File: src/brms_pkg.sv
`timescale 1ns / 1ps

package brms_pkg;

    // Block geometry
    localparam int SAMPLE_W    = 12;
    localparam int MAX_SAMPLES = 64;
    localparam int CNT_W       = $clog2(MAX_SAMPLES + 1);
    localparam int ADDR_W      = (MAX_SAMPLES > 1) ? $clog2(MAX_SAMPLES) : 1;

    // Arithmetic widths
    localparam int SUM_W  = SAMPLE_W + CNT_W;
    localparam int PROD_W = 2 * SAMPLE_W;
    localparam int SQ_W   = PROD_W + CNT_W;
    localparam int RAD_W  = SQ_W + (SQ_W % 2);
    localparam int ROOT_W = RAD_W / 2;
    localparam int STEP_W = $clog2(SQ_W);

    typedef struct packed {
        logic [SAMPLE_W-1:0] sample;
        logic                last;
    } t_in_beat;

    typedef struct packed {
        logic [SAMPLE_W-1:0] rms_value;
        logic [SAMPLE_W-1:0] mean_value;
    } t_out_beat;

    typedef enum logic [3:0] {
        ST_IDLE,
        ST_MLOAD,
        ST_MEAN,
        ST_RD,
        ST_DEV,
        ST_MUL,
        ST_VLOAD,
        ST_VAR,
        ST_SQRT,
        ST_OUT
    } t_state;

endpackage

File: src/block_rms_of_adc_samples_unit.sv
`timescale 1ns / 1ps

// Channel   Ports                           Direction  Beat taken when
// --------  ------------------------------  ---------  --------------------------------
// sample    i_start, o_busy, i_item         in         rising edge, i_start & !o_busy
// result    o_strobe, o_result              out        rising edge ending strobe cycle
//
// Cycles: a beat without last is taken every cycle while idle. A beat with last
// closes the block; o_busy then stays high through the serial mean division, a
// memory read and bit-serial squaring pass for each of the N stored samples (N up
// to MAX_SAMPLES), the variance division and the two-bit-per-step square root,
// then the result cycle.
// Reset: synchronous, active low; clears the state machine, running sum and count.
// The sample memory has no reset; only entries written in the current block are read.
// Stalls: the receiver cannot stall; the result is shown for exactly one cycle.
module block_rms_of_adc_samples_unit (
    input  logic                i_clk,
    input  logic                i_rst_n,
    input  logic                i_start,
    input  brms_pkg::t_in_beat  i_item,
    output logic                o_busy,
    output logic                o_strobe,
    output brms_pkg::t_out_beat o_result
);
    import brms_pkg::*;

    t_state r_state, n_state;

    // Sample memory, written while collecting, read one entry per sample pass
    logic [SAMPLE_W-1:0] r_mem [MAX_SAMPLES];
    logic [SAMPLE_W-1:0] r_rd_data;

    logic [SUM_W-1:0]    r_sum;
    logic [CNT_W-1:0]    r_count;
    logic [CNT_W-1:0]    r_idx;
    logic [STEP_W-1:0]   r_step;

    // Shared restoring divider: dividend shifts out at the top, quotient in at the bottom
    logic [SQ_W-1:0]     r_dvd;
    logic [CNT_W:0]      r_rem;

    logic [SAMPLE_W-1:0] r_mean;
    logic [PROD_W-1:0]   r_mcand;
    logic [SAMPLE_W-1:0] r_mplier;
    logic [SQ_W-1:0]     r_sq;

    // Square root by digit pairs
    logic [RAD_W-1:0]    r_rad;
    logic [ROOT_W+1:0]   r_srem;
    logic [ROOT_W-1:0]   r_root;

    logic                accept;
    logic                step_done;
    logic                last_sample;
    logic [CNT_W:0]      div_sh;
    logic                div_ge;
    logic [CNT_W:0]      div_rem;
    logic [SQ_W-1:0]     div_dvd;
    logic [SAMPLE_W-1:0] dev;
    logic [ROOT_W+1:0]   sq_sh;
    logic [ROOT_W+1:0]   sq_trial;
    logic                sq_ge;

    assign accept      = i_start && !o_busy;
    assign step_done   = (r_step == '0);
    assign last_sample = ((r_idx + CNT_W'(1)) == r_count);

    // One divider step: bring down the next dividend bit, subtract if it fits
    always_comb begin
        div_sh  = {r_rem[CNT_W-1:0], r_dvd[SQ_W-1]};
        div_ge  = (div_sh >= {1'b0, r_count});
        div_rem = div_ge ? (div_sh - {1'b0, r_count}) : div_sh;
        div_dvd = {r_dvd[SQ_W-2:0], div_ge};
    end

    // Absolute deviation of the fetched sample from the mean
    assign dev = (r_rd_data >= r_mean) ? (r_rd_data - r_mean) : (r_mean - r_rd_data);

    // One root step: bring down two radicand bits, try (root << 2) | 1
    always_comb begin
        sq_sh    = {r_srem[ROOT_W-1:0], r_rad[RAD_W-1 -: 2]};
        sq_trial = {r_root, 2'b01};
        sq_ge    = (sq_sh >= sq_trial);
    end

    // Next state
    always_comb begin
        n_state = r_state;
        case (r_state)
            ST_IDLE:  if (accept && i_item.last) n_state = ST_MLOAD;
            ST_MLOAD: n_state = ST_MEAN;
            ST_MEAN:  if (step_done) n_state = ST_RD;
            ST_RD:    n_state = ST_DEV;
            ST_DEV:   n_state = ST_MUL;
            ST_MUL: begin
                if (step_done) n_state = last_sample ? ST_VLOAD : ST_RD;
            end
            ST_VLOAD: n_state = ST_VAR;
            ST_VAR:   if (step_done) n_state = ST_SQRT;
            ST_SQRT:  if (step_done) n_state = ST_OUT;
            ST_OUT:   n_state = ST_IDLE;
            default:  n_state = ST_IDLE;
        endcase
    end

    // Outputs
    always_comb begin
        o_busy              = (r_state != ST_IDLE);
        o_strobe            = (r_state == ST_OUT);
        o_result.rms_value  = r_root[SAMPLE_W-1:0];
        o_result.mean_value = r_mean;
    end

    always_ff @(posedge i_clk) begin
        if (!i_rst_n) begin
            r_state <= ST_IDLE;
        end else begin
            r_state <= n_state;
        end
    end

    // Memory: write on a stored sample beat, registered read at the pass index
    always_ff @(posedge i_clk) begin
        if (accept && (r_count < CNT_W'(MAX_SAMPLES))) begin
            r_mem[r_count[ADDR_W-1:0]] <= i_item.sample;
        end
        r_rd_data <= r_mem[r_idx[ADDR_W-1:0]];
    end

    // Running sum and count: control state, cleared by reset and after each result
    always_ff @(posedge i_clk) begin
        if (!i_rst_n) begin
            r_sum   <= '0;
            r_count <= '0;
        end else if (r_state == ST_OUT) begin
            r_sum   <= '0;
            r_count <= '0;
        end else if (accept && (r_count < CNT_W'(MAX_SAMPLES))) begin
            r_sum   <= r_sum + SUM_W'(i_item.sample);
            r_count <= r_count + CNT_W'(1);
        end
    end

    // Datapath
    always_ff @(posedge i_clk) begin
        case (r_state)
            ST_MLOAD: begin
                r_dvd  <= SQ_W'(r_sum);
                r_rem  <= '0;
                r_step <= STEP_W'(SQ_W - 1);
            end
            ST_MEAN: begin
                r_dvd  <= div_dvd;
                r_rem  <= div_rem;
                r_step <= r_step - STEP_W'(1);
                if (step_done) begin
                    r_mean <= div_dvd[SAMPLE_W-1:0];
                    r_idx  <= '0;
                    r_sq   <= '0;
                end
            end
            ST_DEV: begin
                r_mcand  <= PROD_W'(dev);
                r_mplier <= dev;
                r_step   <= STEP_W'(SAMPLE_W - 1);
            end
            ST_MUL: begin
                // Shift-add squaring straight into the accumulator
                if (r_mplier[0]) begin
                    r_sq <= r_sq + SQ_W'(r_mcand);
                end
                r_mcand  <= {r_mcand[PROD_W-2:0], 1'b0};
                r_mplier <= {1'b0, r_mplier[SAMPLE_W-1:1]};
                r_step   <= r_step - STEP_W'(1);
                if (step_done) begin
                    r_idx <= r_idx + CNT_W'(1);
                end
            end
            ST_VLOAD: begin
                r_dvd  <= r_sq;
                r_rem  <= '0;
                r_step <= STEP_W'(SQ_W - 1);
            end
            ST_VAR: begin
                r_dvd  <= div_dvd;
                r_rem  <= div_rem;
                if (step_done) begin
                    r_rad  <= RAD_W'(div_dvd);
                    r_srem <= '0;
                    r_root <= '0;
                    r_step <= STEP_W'(ROOT_W - 1);
                end else begin
                    r_step <= r_step - STEP_W'(1);
                end
            end
            ST_SQRT: begin
                r_rad  <= {r_rad[RAD_W-3:0], 2'b00};
                r_srem <= sq_ge ? (sq_sh - sq_trial) : sq_sh;
                r_root <= {r_root[ROOT_W-2:0], sq_ge};
                r_step <= r_step - STEP_W'(1);
            end
            default: begin
                // hold
            end
        endcase
    end

    // Checks
    a_strobe_single: assert property (@(posedge i_clk) disable iff (!i_rst_n)
        o_strobe |=> !o_strobe)
        else $error("result strobe held for more than one cycle");

    a_count_bound: assert property (@(posedge i_clk) disable iff (!i_rst_n)
        r_count <= CNT_W'(MAX_SAMPLES))
        else $error("sample count beyond memory depth");

    a_last_goes_busy: assert property (@(posedge i_clk) disable iff (!i_rst_n)
        (accept && i_item.last) |=> o_busy)
        else $error("closing beat did not start computation");

    a_plain_stays_idle: assert property (@(posedge i_clk) disable iff (!i_rst_n)
        (accept && !i_item.last) |=> !o_busy)
        else $error("plain sample beat left the block busy");

    a_pass_in_range: assert property (@(posedge i_clk) disable iff (!i_rst_n)
        (r_state == ST_MUL) |-> (r_idx < r_count))
        else $error("squaring pass beyond stored samples");

endmodule

File: config.mk
export PLATFORM = sky130hd
export DESIGN_NAME = block_rms_of_adc_samples_unit
export DESIGN_NICKNAME = d
export VERILOG_FILES = /design/src/brms_pkg.sv /design/src/block_rms_of_adc_samples_unit.sv
export SDC_FILE = /design/constraint.sdc
export NUM_CORES = 1
export LEC_CHECK = 0
export CAP_MARGIN = 20
export CORE_ASPECT_RATIO = 2
export CORE_MARGIN = 10
export CORE_UTILIZATION = 29
export DETAILED_ROUTE_END_ITERATION = 8
export DONT_BUFFER_PORTS = 1
export PLACE_DENSITY_LB_ADDON = 0.1
export SYNTH_ARGS = -nofsm -noshare
export SYNTH_HDL_FRONTEND = slang
export SYNTH_SLANG_ARGS = --single-unit
File: constraint.sdc
create_clock -name i_clk -period 10.6 [get_ports i_clk]
set_clock_uncertainty 0.15 [all_clocks]
set_input_delay 2.12 -clock i_clk [delete_from_list [all_inputs] [get_ports i_clk]]
set_output_delay 2.12 -clock i_clk [all_outputs]
set_load 0.01 [all_outputs]
# After elaboration in Yosys (flattened, before gate mapping)
# Memories as Yosys holds them, arrays and structs flattened. A register that Yosys moved wholly into a read port is not among the register bits.
# Index checks and enable logic that the tools add are counted.
# W data, S select, Z words.
# classes
n_addsub	9
magnitude_cmp	4
eq_ne	16
n_mux	30
n_bitwise	1
reduce_logical	22
# op_table
op	count
$pmux W31 S3	1
$pmux W16 S2	2
$pmux W32 S2	1
$mux W31	2
$pmux W31 S2	1
$mux W16	3
$pmux W24 S2	1
$pmux W4 S9	1
$mux W32	1
$add A31 B24 Y31	1
$pmux W7 S2	2
$pmux W12 S2	1
$sub A12 B12 Y12	2
$mux W7	3
$mux W4	5
$pmux W5 S4	1
$add A19 B12 Y19	1
$ge A18 B18 Y1	1
$eq A4 B3 Y1 const B	4
$sub A16 B16 Y16	1
$add A7 B1 Y7 const B	2
$ge A12 B12 Y1	1
$mux W12	1
$ne A2 B2 Y1 const B	6
24 further kinds	37
# word_totals
register_bits	223
ramBits	768
inputBits	16
out_inout_bits	26
word_cells	97
memories	1
# memory_table
memory	words	word_bits	rd	rd_clocked_by_memory_dff	wr	line_no	source
r_mem	64	12	1	1	1	block_rms_of_adc_samples_unit.sv:30	logic [SAMPLE_W-1:0] r_mem [MAX_SAMPLES];

# Logic depth before layout (Yosys ltp)
# logic_depth
ltp_word	6
ltp_mapped	11
mapped_depth_nobuf	11

# Worst setup path before layout
# Ideal clock, no wire load.
# synth_timing
path_type	reg2reg
from	register r_step[0]
to	register r_rad[0] (enable)
setup_time_ns	0.583
arrival_time_ns	6.310
required_time_ns	9.867
setup_slack_ns	3.557
path_stages_with_launch	7
path_buffers	1
period_less_slack_ns	7.043
path_cell_list	edfxtp_1 inv_1 ha_1 or3b_1 or2_2 clkbuf_1 o31ai_1
# synth_between
elab_chain_len	3
# synth_rtl
item	line_no	source
start: declaration	block_rms_of_adc_samples_unit.sv:36	logic [STEP_W-1:0] r_step;
start signal: assignment	block_rms_of_adc_samples_unit.sv:150	r_step <= STEP_W'(SQ_W - 1);
start signal: assignment	block_rms_of_adc_samples_unit.sv:155	r_step <= r_step - STEP_W'(1);
start signal: assignment	block_rms_of_adc_samples_unit.sv:165	r_step <= STEP_W'(SAMPLE_W - 1);
$logic_not A5 Y1	block_rms_of_adc_samples_unit.sv:65	assign step_done = (r_step == '0);
$ne A2 B2 Y1 (no source line)	--	
$reduce_and A2 Y1 (no source line)	--	
end signal: assignment	block_rms_of_adc_samples_unit.sv:188	r_rad <= RAD_W'(div_dvd);
end signal: assignment	block_rms_of_adc_samples_unit.sv:197	r_rad <= {r_rad[RAD_W-3:0], 2'b00};
end: declaration	block_rms_of_adc_samples_unit.sv:48	logic [RAD_W-1:0] r_rad;
# No other way between the ends.
# A chain may end at the register's enable or synchronous reset.

# Worst setup path after layout
# layout_timing
from	input i_start
to	memory r_mem[35][5] (enable)
# layout_between
elab_chain_len	4
# layout_rtl
item	line_no	source
start: declaration	block_rms_of_adc_samples_unit.sv:19	input logic i_start,
$logic_and A1 B1 Y1	block_rms_of_adc_samples_unit.sv:64	assign accept = i_start && !o_busy;
$logic_and A1 B1 Y1	block_rms_of_adc_samples_unit.sv:124	if (accept && (r_count < CNT_W'(MAX_SAMPLES))) begin
$mux W1	block_rms_of_adc_samples_unit.sv:124	
$mux W1 (implied by the code)	block_rms_of_adc_samples_unit.sv:125	r_mem[r_count[ADDR_W-1:0]] <= i_item.sample;
end: declaration	block_rms_of_adc_samples_unit.sv:30	
# No other way between the ends.

==> metrics.txt <==
# TYPE chip_impl_metric gauge
chip_impl_metric{name="synth.net_count",unit=""} 2633
chip_impl_metric{name="area_growth_syn_to_layout",unit="%"} 13.5
chip_impl_metric{name="timing.setup.tns",unit="ns"} 0
chip_impl_metric{name="ctsLongestPathBuffers",unit=""} 3
chip_impl_metric{name="detail_route.vias_per_cell",unit=""} 4.96
chip_impl_metric{name="maxClockFrequency",unit="GHz"} 0.220
chip_impl_info{name="run_status",value="completed"} 1
chip_impl_metric{name="routed_vias",unit=""} 22654
chip_impl_metric{name="yosysSeqAreaShare",unit="%"} 68.9
chip_impl_info{name="min-delay-path-class",value="reg2reg"} 1
chip_impl_metric{name="wire_length_of_the_first_global_routing_pass",unit="um"} 185000
chip_impl_metric{name="final_util",unit="%"} 33.0
chip_impl_metric{name="io_pins",unit=""} 42
chip_impl_metric{name="cellPowerDensity",unit="nW/um^2"} 173
chip_impl_metric{name="syn-cell-area",unit="sq um"} 43100
chip_impl_metric{name="initial_utilization",unit="%"} 29.1
chip_impl_metric{name="count_of_buffers_added_by_post_cts_timing_repair_for_setup",unit=""} 0
chip_impl_metric{name="power.leakage",unit="nW"} 16.1
chip_impl_metric{name="final_antenna_violating_net_count",unit=""} 0
chip_impl_metric{name="inserted_clock_buffers",unit=""} 93
chip_impl_metric{name="place_ws",unit="ns"} 5.32
chip_impl_metric{name="cts.htree.levels",unit=""} 3
chip_impl_metric{name="maxCapViolCount",unit=""} 0
chip_impl_metric{name="die_y",unit="um"} 565
chip_impl_metric{name="detail_placement_hpwl",unit="um"} 90700
chip_impl_metric{name="relSlewSlack",unit="%"} 22.9
chip_impl_metric{name="finalWorstPathRequiredPeriod",unit="ns"} 4.54
chip_impl_metric{name="core-area",unit="sq um"} 148000
chip_impl_metric{name="drc_errors",unit=""} 0
chip_impl_metric{name="yosys_register_bits",unit=""} 1003
chip_impl_metric{name="tightestPinTransition",unit="ns"} 1.15
chip_impl_metric{name="layout_worst_path_cycle_share",unit="%"} 42.9
chip_impl_metric{name="synth_enable_flop_cells",unit=""} 961
chip_impl_info{name="synth_ff_type",value="sky130_fd_sc_hd__edfxtp_1"} 1
chip_impl_metric{name="synth-compound-area-share",unit="%"} 4.92
chip_impl_info{name="synth_top_family_by_area",value="multiplexers"} 1
chip_impl_metric{name="cts_hold_repair.buffers",unit=""} 0
chip_impl_info{name="critical_path.startpoint_type",value="input pin"} 1
chip_impl_metric{name="grt_remaining_overflow",unit=""} 0
chip_impl_metric{name="setup_ws_post_layout",unit="ns"} 6.06
chip_impl_metric{name="rows",unit=""} 200
chip_impl_metric{name="synth.yosys.warnings",unit=""} 0
chip_impl_metric{name="synth_simple_gate_area_share",unit="%"} 5.62
chip_impl_metric{name="vdd_drop_max",unit="uV"} 126
chip_impl_info{name="path_class",value="in2reg"} 1
chip_impl_metric{name="synth_adder_area_share",unit="%"} 2.76
chip_impl_info{name="cts_tree",value="yes"} 1
chip_impl_metric{name="drive_above_1_share",unit="%"} 19.3
chip_impl_metric{name="timing.final.hold_violations",unit=""} 0
chip_impl_metric{name="crit_path_largest_cell_delay",unit="ns"} 1.23
chip_impl_info{name="slowest_stage",value="sky130_fd_sc_hd__nor2_1"} 1
chip_impl_metric{name="wl_per_cell",unit="um"} 28.6
chip_impl_info{name="ys_top_cells_by_area",value="sky130_fd_sc_hd__edfxtp_1 (67%), sky130_fd_sc_hd__mux4_2 (13%), sky130_fd_sc_hd__ha_1 (2.5%), sky130_fd_sc_hd__dfxtp_1 (2.0%), sky130_fd_sc_hd__nor2_1 (1.7%)"} 1
chip_impl_metric{name="clock_sink_count",unit=""} 1003
chip_impl_metric{name="route.final.wire_length",unit="um"} 130000
chip_impl_metric{name="synth_top_area_share",unit="%"} 67.0
chip_impl_metric{name="ys_async_sr_fraction",unit="%"} 0
chip_impl_info{name="yosysTopAreaCell",value="sky130_fd_sc_hd__edfxtp_1"} 1
chip_impl_metric{name="antenna_found_initial",unit=""} 3
chip_impl_metric{name="synthMuxAreaShare",unit="%"} 13.9
chip_impl_metric{name="drt-initial-drc-count",unit=""} 1506
chip_impl_metric{name="regToRegSetupSlack",unit="ns"} 6.11
chip_impl_metric{name="insertion_delay_to_the_later_sink_of_the_worst_skew_pair",unit="ns"} 0.70
chip_impl_metric{name="cts.reportedPaths.clkPinSlew",unit="ns"} 0.06
chip_impl_metric{name="first_pass_iters",unit=""} 8
chip_impl_info{name="critical_path.endpoint_type",value="flip-flop"} 1
chip_impl_metric{name="cts_resized",unit=""} 0
chip_impl_metric{name="worstPathRequired",unit="ns"} 10.75
chip_impl_info{name="cts.root.buffer_cell",value="sky130_fd_sc_hd__clkbuf_16"} 1
chip_impl_info{name="grt_setup_unrepaired",value="no"} 1
chip_impl_metric{name="synthXorXnorAreaFrac",unit="%"} 1.57
chip_impl_metric{name="avgSynthCellArea",unit="sq um"} 17.1
chip_impl_metric{name="largest_net_degree_at_the_start_of_global_routing",unit=""} 97
chip_impl_metric{name="grt_pass1_vias",unit=""} 24371
chip_impl_info{name="critical-path-top-cell-by-count",value="sky130_fd_sc_hd__nor2_1"} 1
chip_impl_metric{name="slew_violations",unit=""} 0
chip_impl_metric{name="die_w",unit="um"} 293
chip_impl_metric{name="syn_inst",unit=""} 2525
chip_impl_metric{name="gpl.final_weighted_congestion",unit=""} 0.813
chip_impl_metric{name="final_standard_cell_count_with_taps_included_and_fillers_excluded",unit=""} 4564
chip_impl_metric{name="port_buffers",unit=""} 0
chip_impl_metric{name="place.detailed.instances",unit=""} 4359
chip_impl_metric{name="die_area",unit="sq um"} 165000
chip_impl_metric{name="grtUsageTotal",unit="%"} 15.7
chip_impl_metric{name="timing.final.setup_violations",unit=""} 0
chip_impl_metric{name="finalNetCount",unit=""} 2672
chip_impl_metric{name="post_synth_num_cell_types",unit=""} 77
chip_impl_metric{name="worstPathArrival",unit="ns"} 4.69
chip_impl_metric{name="crit_fanout",unit=""} 16
chip_impl_info{name="critical_path_cell_by_cell",value="nand3b_1 > buf_4 > nor2_1 > nand3_1 > nor2_1"} 1
==> sequential cells by signal, summed over array words and instances (netlist names) <==
signal     count
r_mem        768
r_rad         32
r_dvd         31
r_sq          31
r_mcand       24
r_sum         19
r_root        16
r_srem        16
r_mean        12
r_mplier      12
r_rd_data     12
r_count        7
r_idx          7
r_rem          7
r_step         5
r_state        4
==> layout by cell type, fill, tap and decap left out, types with 7 or more instances in the layout <==
cell and n:
sky130_fd_sc_hd__nor3_1 18, sky130_fd_sc_hd__clkinvlp_4 8, sky130_fd_sc_hd__xor2_1 27, sky130_fd_sc_hd__o21bai_1 8, sky130_fd_sc_hd__buf_6 13, sky130_fd_sc_hd__clkinv_1 10, sky130_fd_sc_hd__o21a_1 19, sky130_fd_sc_hd__mux4_2 252
sky130_fd_sc_hd__nand2b_1 9, sky130_fd_sc_hd__a21oi_1 80, sky130_fd_sc_hd__clkbuf_16 95, sky130_fd_sc_hd__nor2_1 189, sky130_fd_sc_hd__nand3_1 32, sky130_fd_sc_hd__ha_1 87, sky130_fd_sc_hd__and2_1 27, sky130_fd_sc_hd__o21ai_0 43
sky130_fd_sc_hd__a21o_1 27, sky130_fd_sc_hd__clkbuf_8 7, sky130_fd_sc_hd__a211oi_1 15, sky130_fd_sc_hd__o21ai_1 9, sky130_fd_sc_hd__nor2b_1 14, sky130_fd_sc_hd__o22ai_1 9, sky130_fd_sc_hd__and3_1 12, sky130_fd_sc_hd__inv_1 88
sky130_fd_sc_hd__o211ai_1 7, sky130_fd_sc_hd__edfxtp_1 961, sky130_fd_sc_hd__xnor2_1 45, sky130_fd_sc_hd__nand4_1 11, sky130_fd_sc_hd__buf_4 63, sky130_fd_sc_hd__clkinv_2 9, sky130_fd_sc_hd__mux2i_1 24, sky130_fd_sc_hd__a31oi_1 11
sky130_fd_sc_hd__dfxtp_1 42, sky130_fd_sc_hd__clkbuf_1 16, sky130_fd_sc_hd__nand2_1 174, sky130_fd_sc_hd__a22o_1 12, sky130_fd_sc_hd__a222oi_1 18, sky130_fd_sc_hd__bufinv_16 16, sky130_fd_sc_hd__or3_1 10
==> stage by stage <==
| stage | area [sq um] | power (W) | hold WS, ns |
|---|---|---|---|
| after CTS | 48600 | 0.00856 | 0.330 |
| after floorplan | 43100 | 0.00475 | 0.292 |
| after global placement | 45200 | 0.00486 | 0.310 |
| final | 48900 | 0.00844 | 0.330 |
| after global routing | 48900 | 0.00874 | 0.341 |
| after detailed placement | 45300 | 0.00486 | 0.317 |
==> layer usage <==
metal / part of all wire (%) / vias to the layer above / routed length [um] / global-route usage [%]
met2: 61 / 453 / 79100 / 32.8
met4: 2.9 / 0 / 3840 / 5.48
met3: 3.1 / 133 / 4060 / 1.97
li1: - / 10029 / - / -
met1: 33 / 12039 / 43500 / 15.1
met5: 0 / - / 0 / 0
==> Yosys cell counts (4+ instances only) <==
| cell | n |
|---|---|
| sky130_fd_sc_hd__a2111oi_0 | 4 |
| sky130_fd_sc_hd__a211o_1 | 6 |
| sky130_fd_sc_hd__a211oi_1 | 15 |
| sky130_fd_sc_hd__a21o_1 | 27 |
| sky130_fd_sc_hd__a21oi_1 | 82 |
| sky130_fd_sc_hd__a222oi_1 | 18 |
| sky130_fd_sc_hd__a22o_1 | 12 |
| sky130_fd_sc_hd__a31oi_1 | 11 |
| sky130_fd_sc_hd__and2_1 | 27 |
| sky130_fd_sc_hd__and3_1 | 13 |
| sky130_fd_sc_hd__buf_1 | 11 |
| sky130_fd_sc_hd__buf_2 | 19 |
| sky130_fd_sc_hd__buf_4 | 23 |
| sky130_fd_sc_hd__buf_6 | 5 |
| sky130_fd_sc_hd__clkbuf_1 | 78 |
| sky130_fd_sc_hd__dfxtp_1 | 42 |
| sky130_fd_sc_hd__edfxtp_1 | 961 |
| sky130_fd_sc_hd__fa_1 | 5 |
| sky130_fd_sc_hd__ha_1 | 87 |
| sky130_fd_sc_hd__inv_1 | 88 |
| sky130_fd_sc_hd__mux2_2 | 6 |
| sky130_fd_sc_hd__mux2i_1 | 24 |
| sky130_fd_sc_hd__mux4_2 | 252 |
| sky130_fd_sc_hd__nand2_1 | 175 |
| sky130_fd_sc_hd__nand2b_1 | 9 |
| sky130_fd_sc_hd__nand3_1 | 32 |
| sky130_fd_sc_hd__nand4_1 | 11 |
| sky130_fd_sc_hd__nor2_1 | 193 |
| sky130_fd_sc_hd__nor2b_1 | 14 |
| sky130_fd_sc_hd__nor3_1 | 19 |
| sky130_fd_sc_hd__nor4_1 | 7 |
| sky130_fd_sc_hd__o211ai_1 | 7 |
| sky130_fd_sc_hd__o21a_1 | 19 |
| sky130_fd_sc_hd__o21ai_0 | 44 |
| sky130_fd_sc_hd__o21ai_1 | 8 |
| sky130_fd_sc_hd__o21bai_1 | 8 |
| sky130_fd_sc_hd__o22ai_1 | 9 |
| sky130_fd_sc_hd__o31ai_1 | 7 |
| sky130_fd_sc_hd__or2_2 | 5 |
| sky130_fd_sc_hd__or3_1 | 10 |
| sky130_fd_sc_hd__or4_1 | 4 |
| sky130_fd_sc_hd__xnor2_1 | 45 |
| sky130_fd_sc_hd__xor2_1 | 27 |
==> worst paths after layout <==
kind	start	end	cells past startpoint
setup / recovery	i_start	r_mem[35][5]	5
hold / removal	r_dvd[1]	r_mean[2]	0
setup reg to reg	r_state[3]	r_mem[35][5]	6
hold reg to reg	r_dvd[1]	r_mean[2]	0
==> power breakdown <==
part,switching (W),internal [W]
Sequential,0.0000529,0.00441
Clock,0.00157,0.00210
Combinational,0.000194,0.000112
Total,0.00182,0.00662
==> cells by family after synthesis <==
family                   after synthesis
flip-flops                          1003
XOR/XNOR                              74
adder cells (fa/ha/maj)               92
multiplexers                         282
AND/OR/NAND/NOR                      536
buffers and inverters                225
AO/OA/AOI/OAI                        313
==> worst max-delay path: cells and delay by family <==
kind / cells / cell delay (ns)
AND/OR/NAND/NOR: 4 / 2.34
buffers and inverters: 1 / 0.20
==> layout make-up <==
type                       instances  area (sq um)
antenna                            4          10.0
clock buffer                     118          2530
clock inverter                    54           772
fill                           14120         99200
inverter                          89           334
multi-input combinational       1297         12400
sequential                      1003         29700
tap                             1919          2400
timing repair buffer              80           709
No activity file was read; power rests on OpenSTA's default activity.
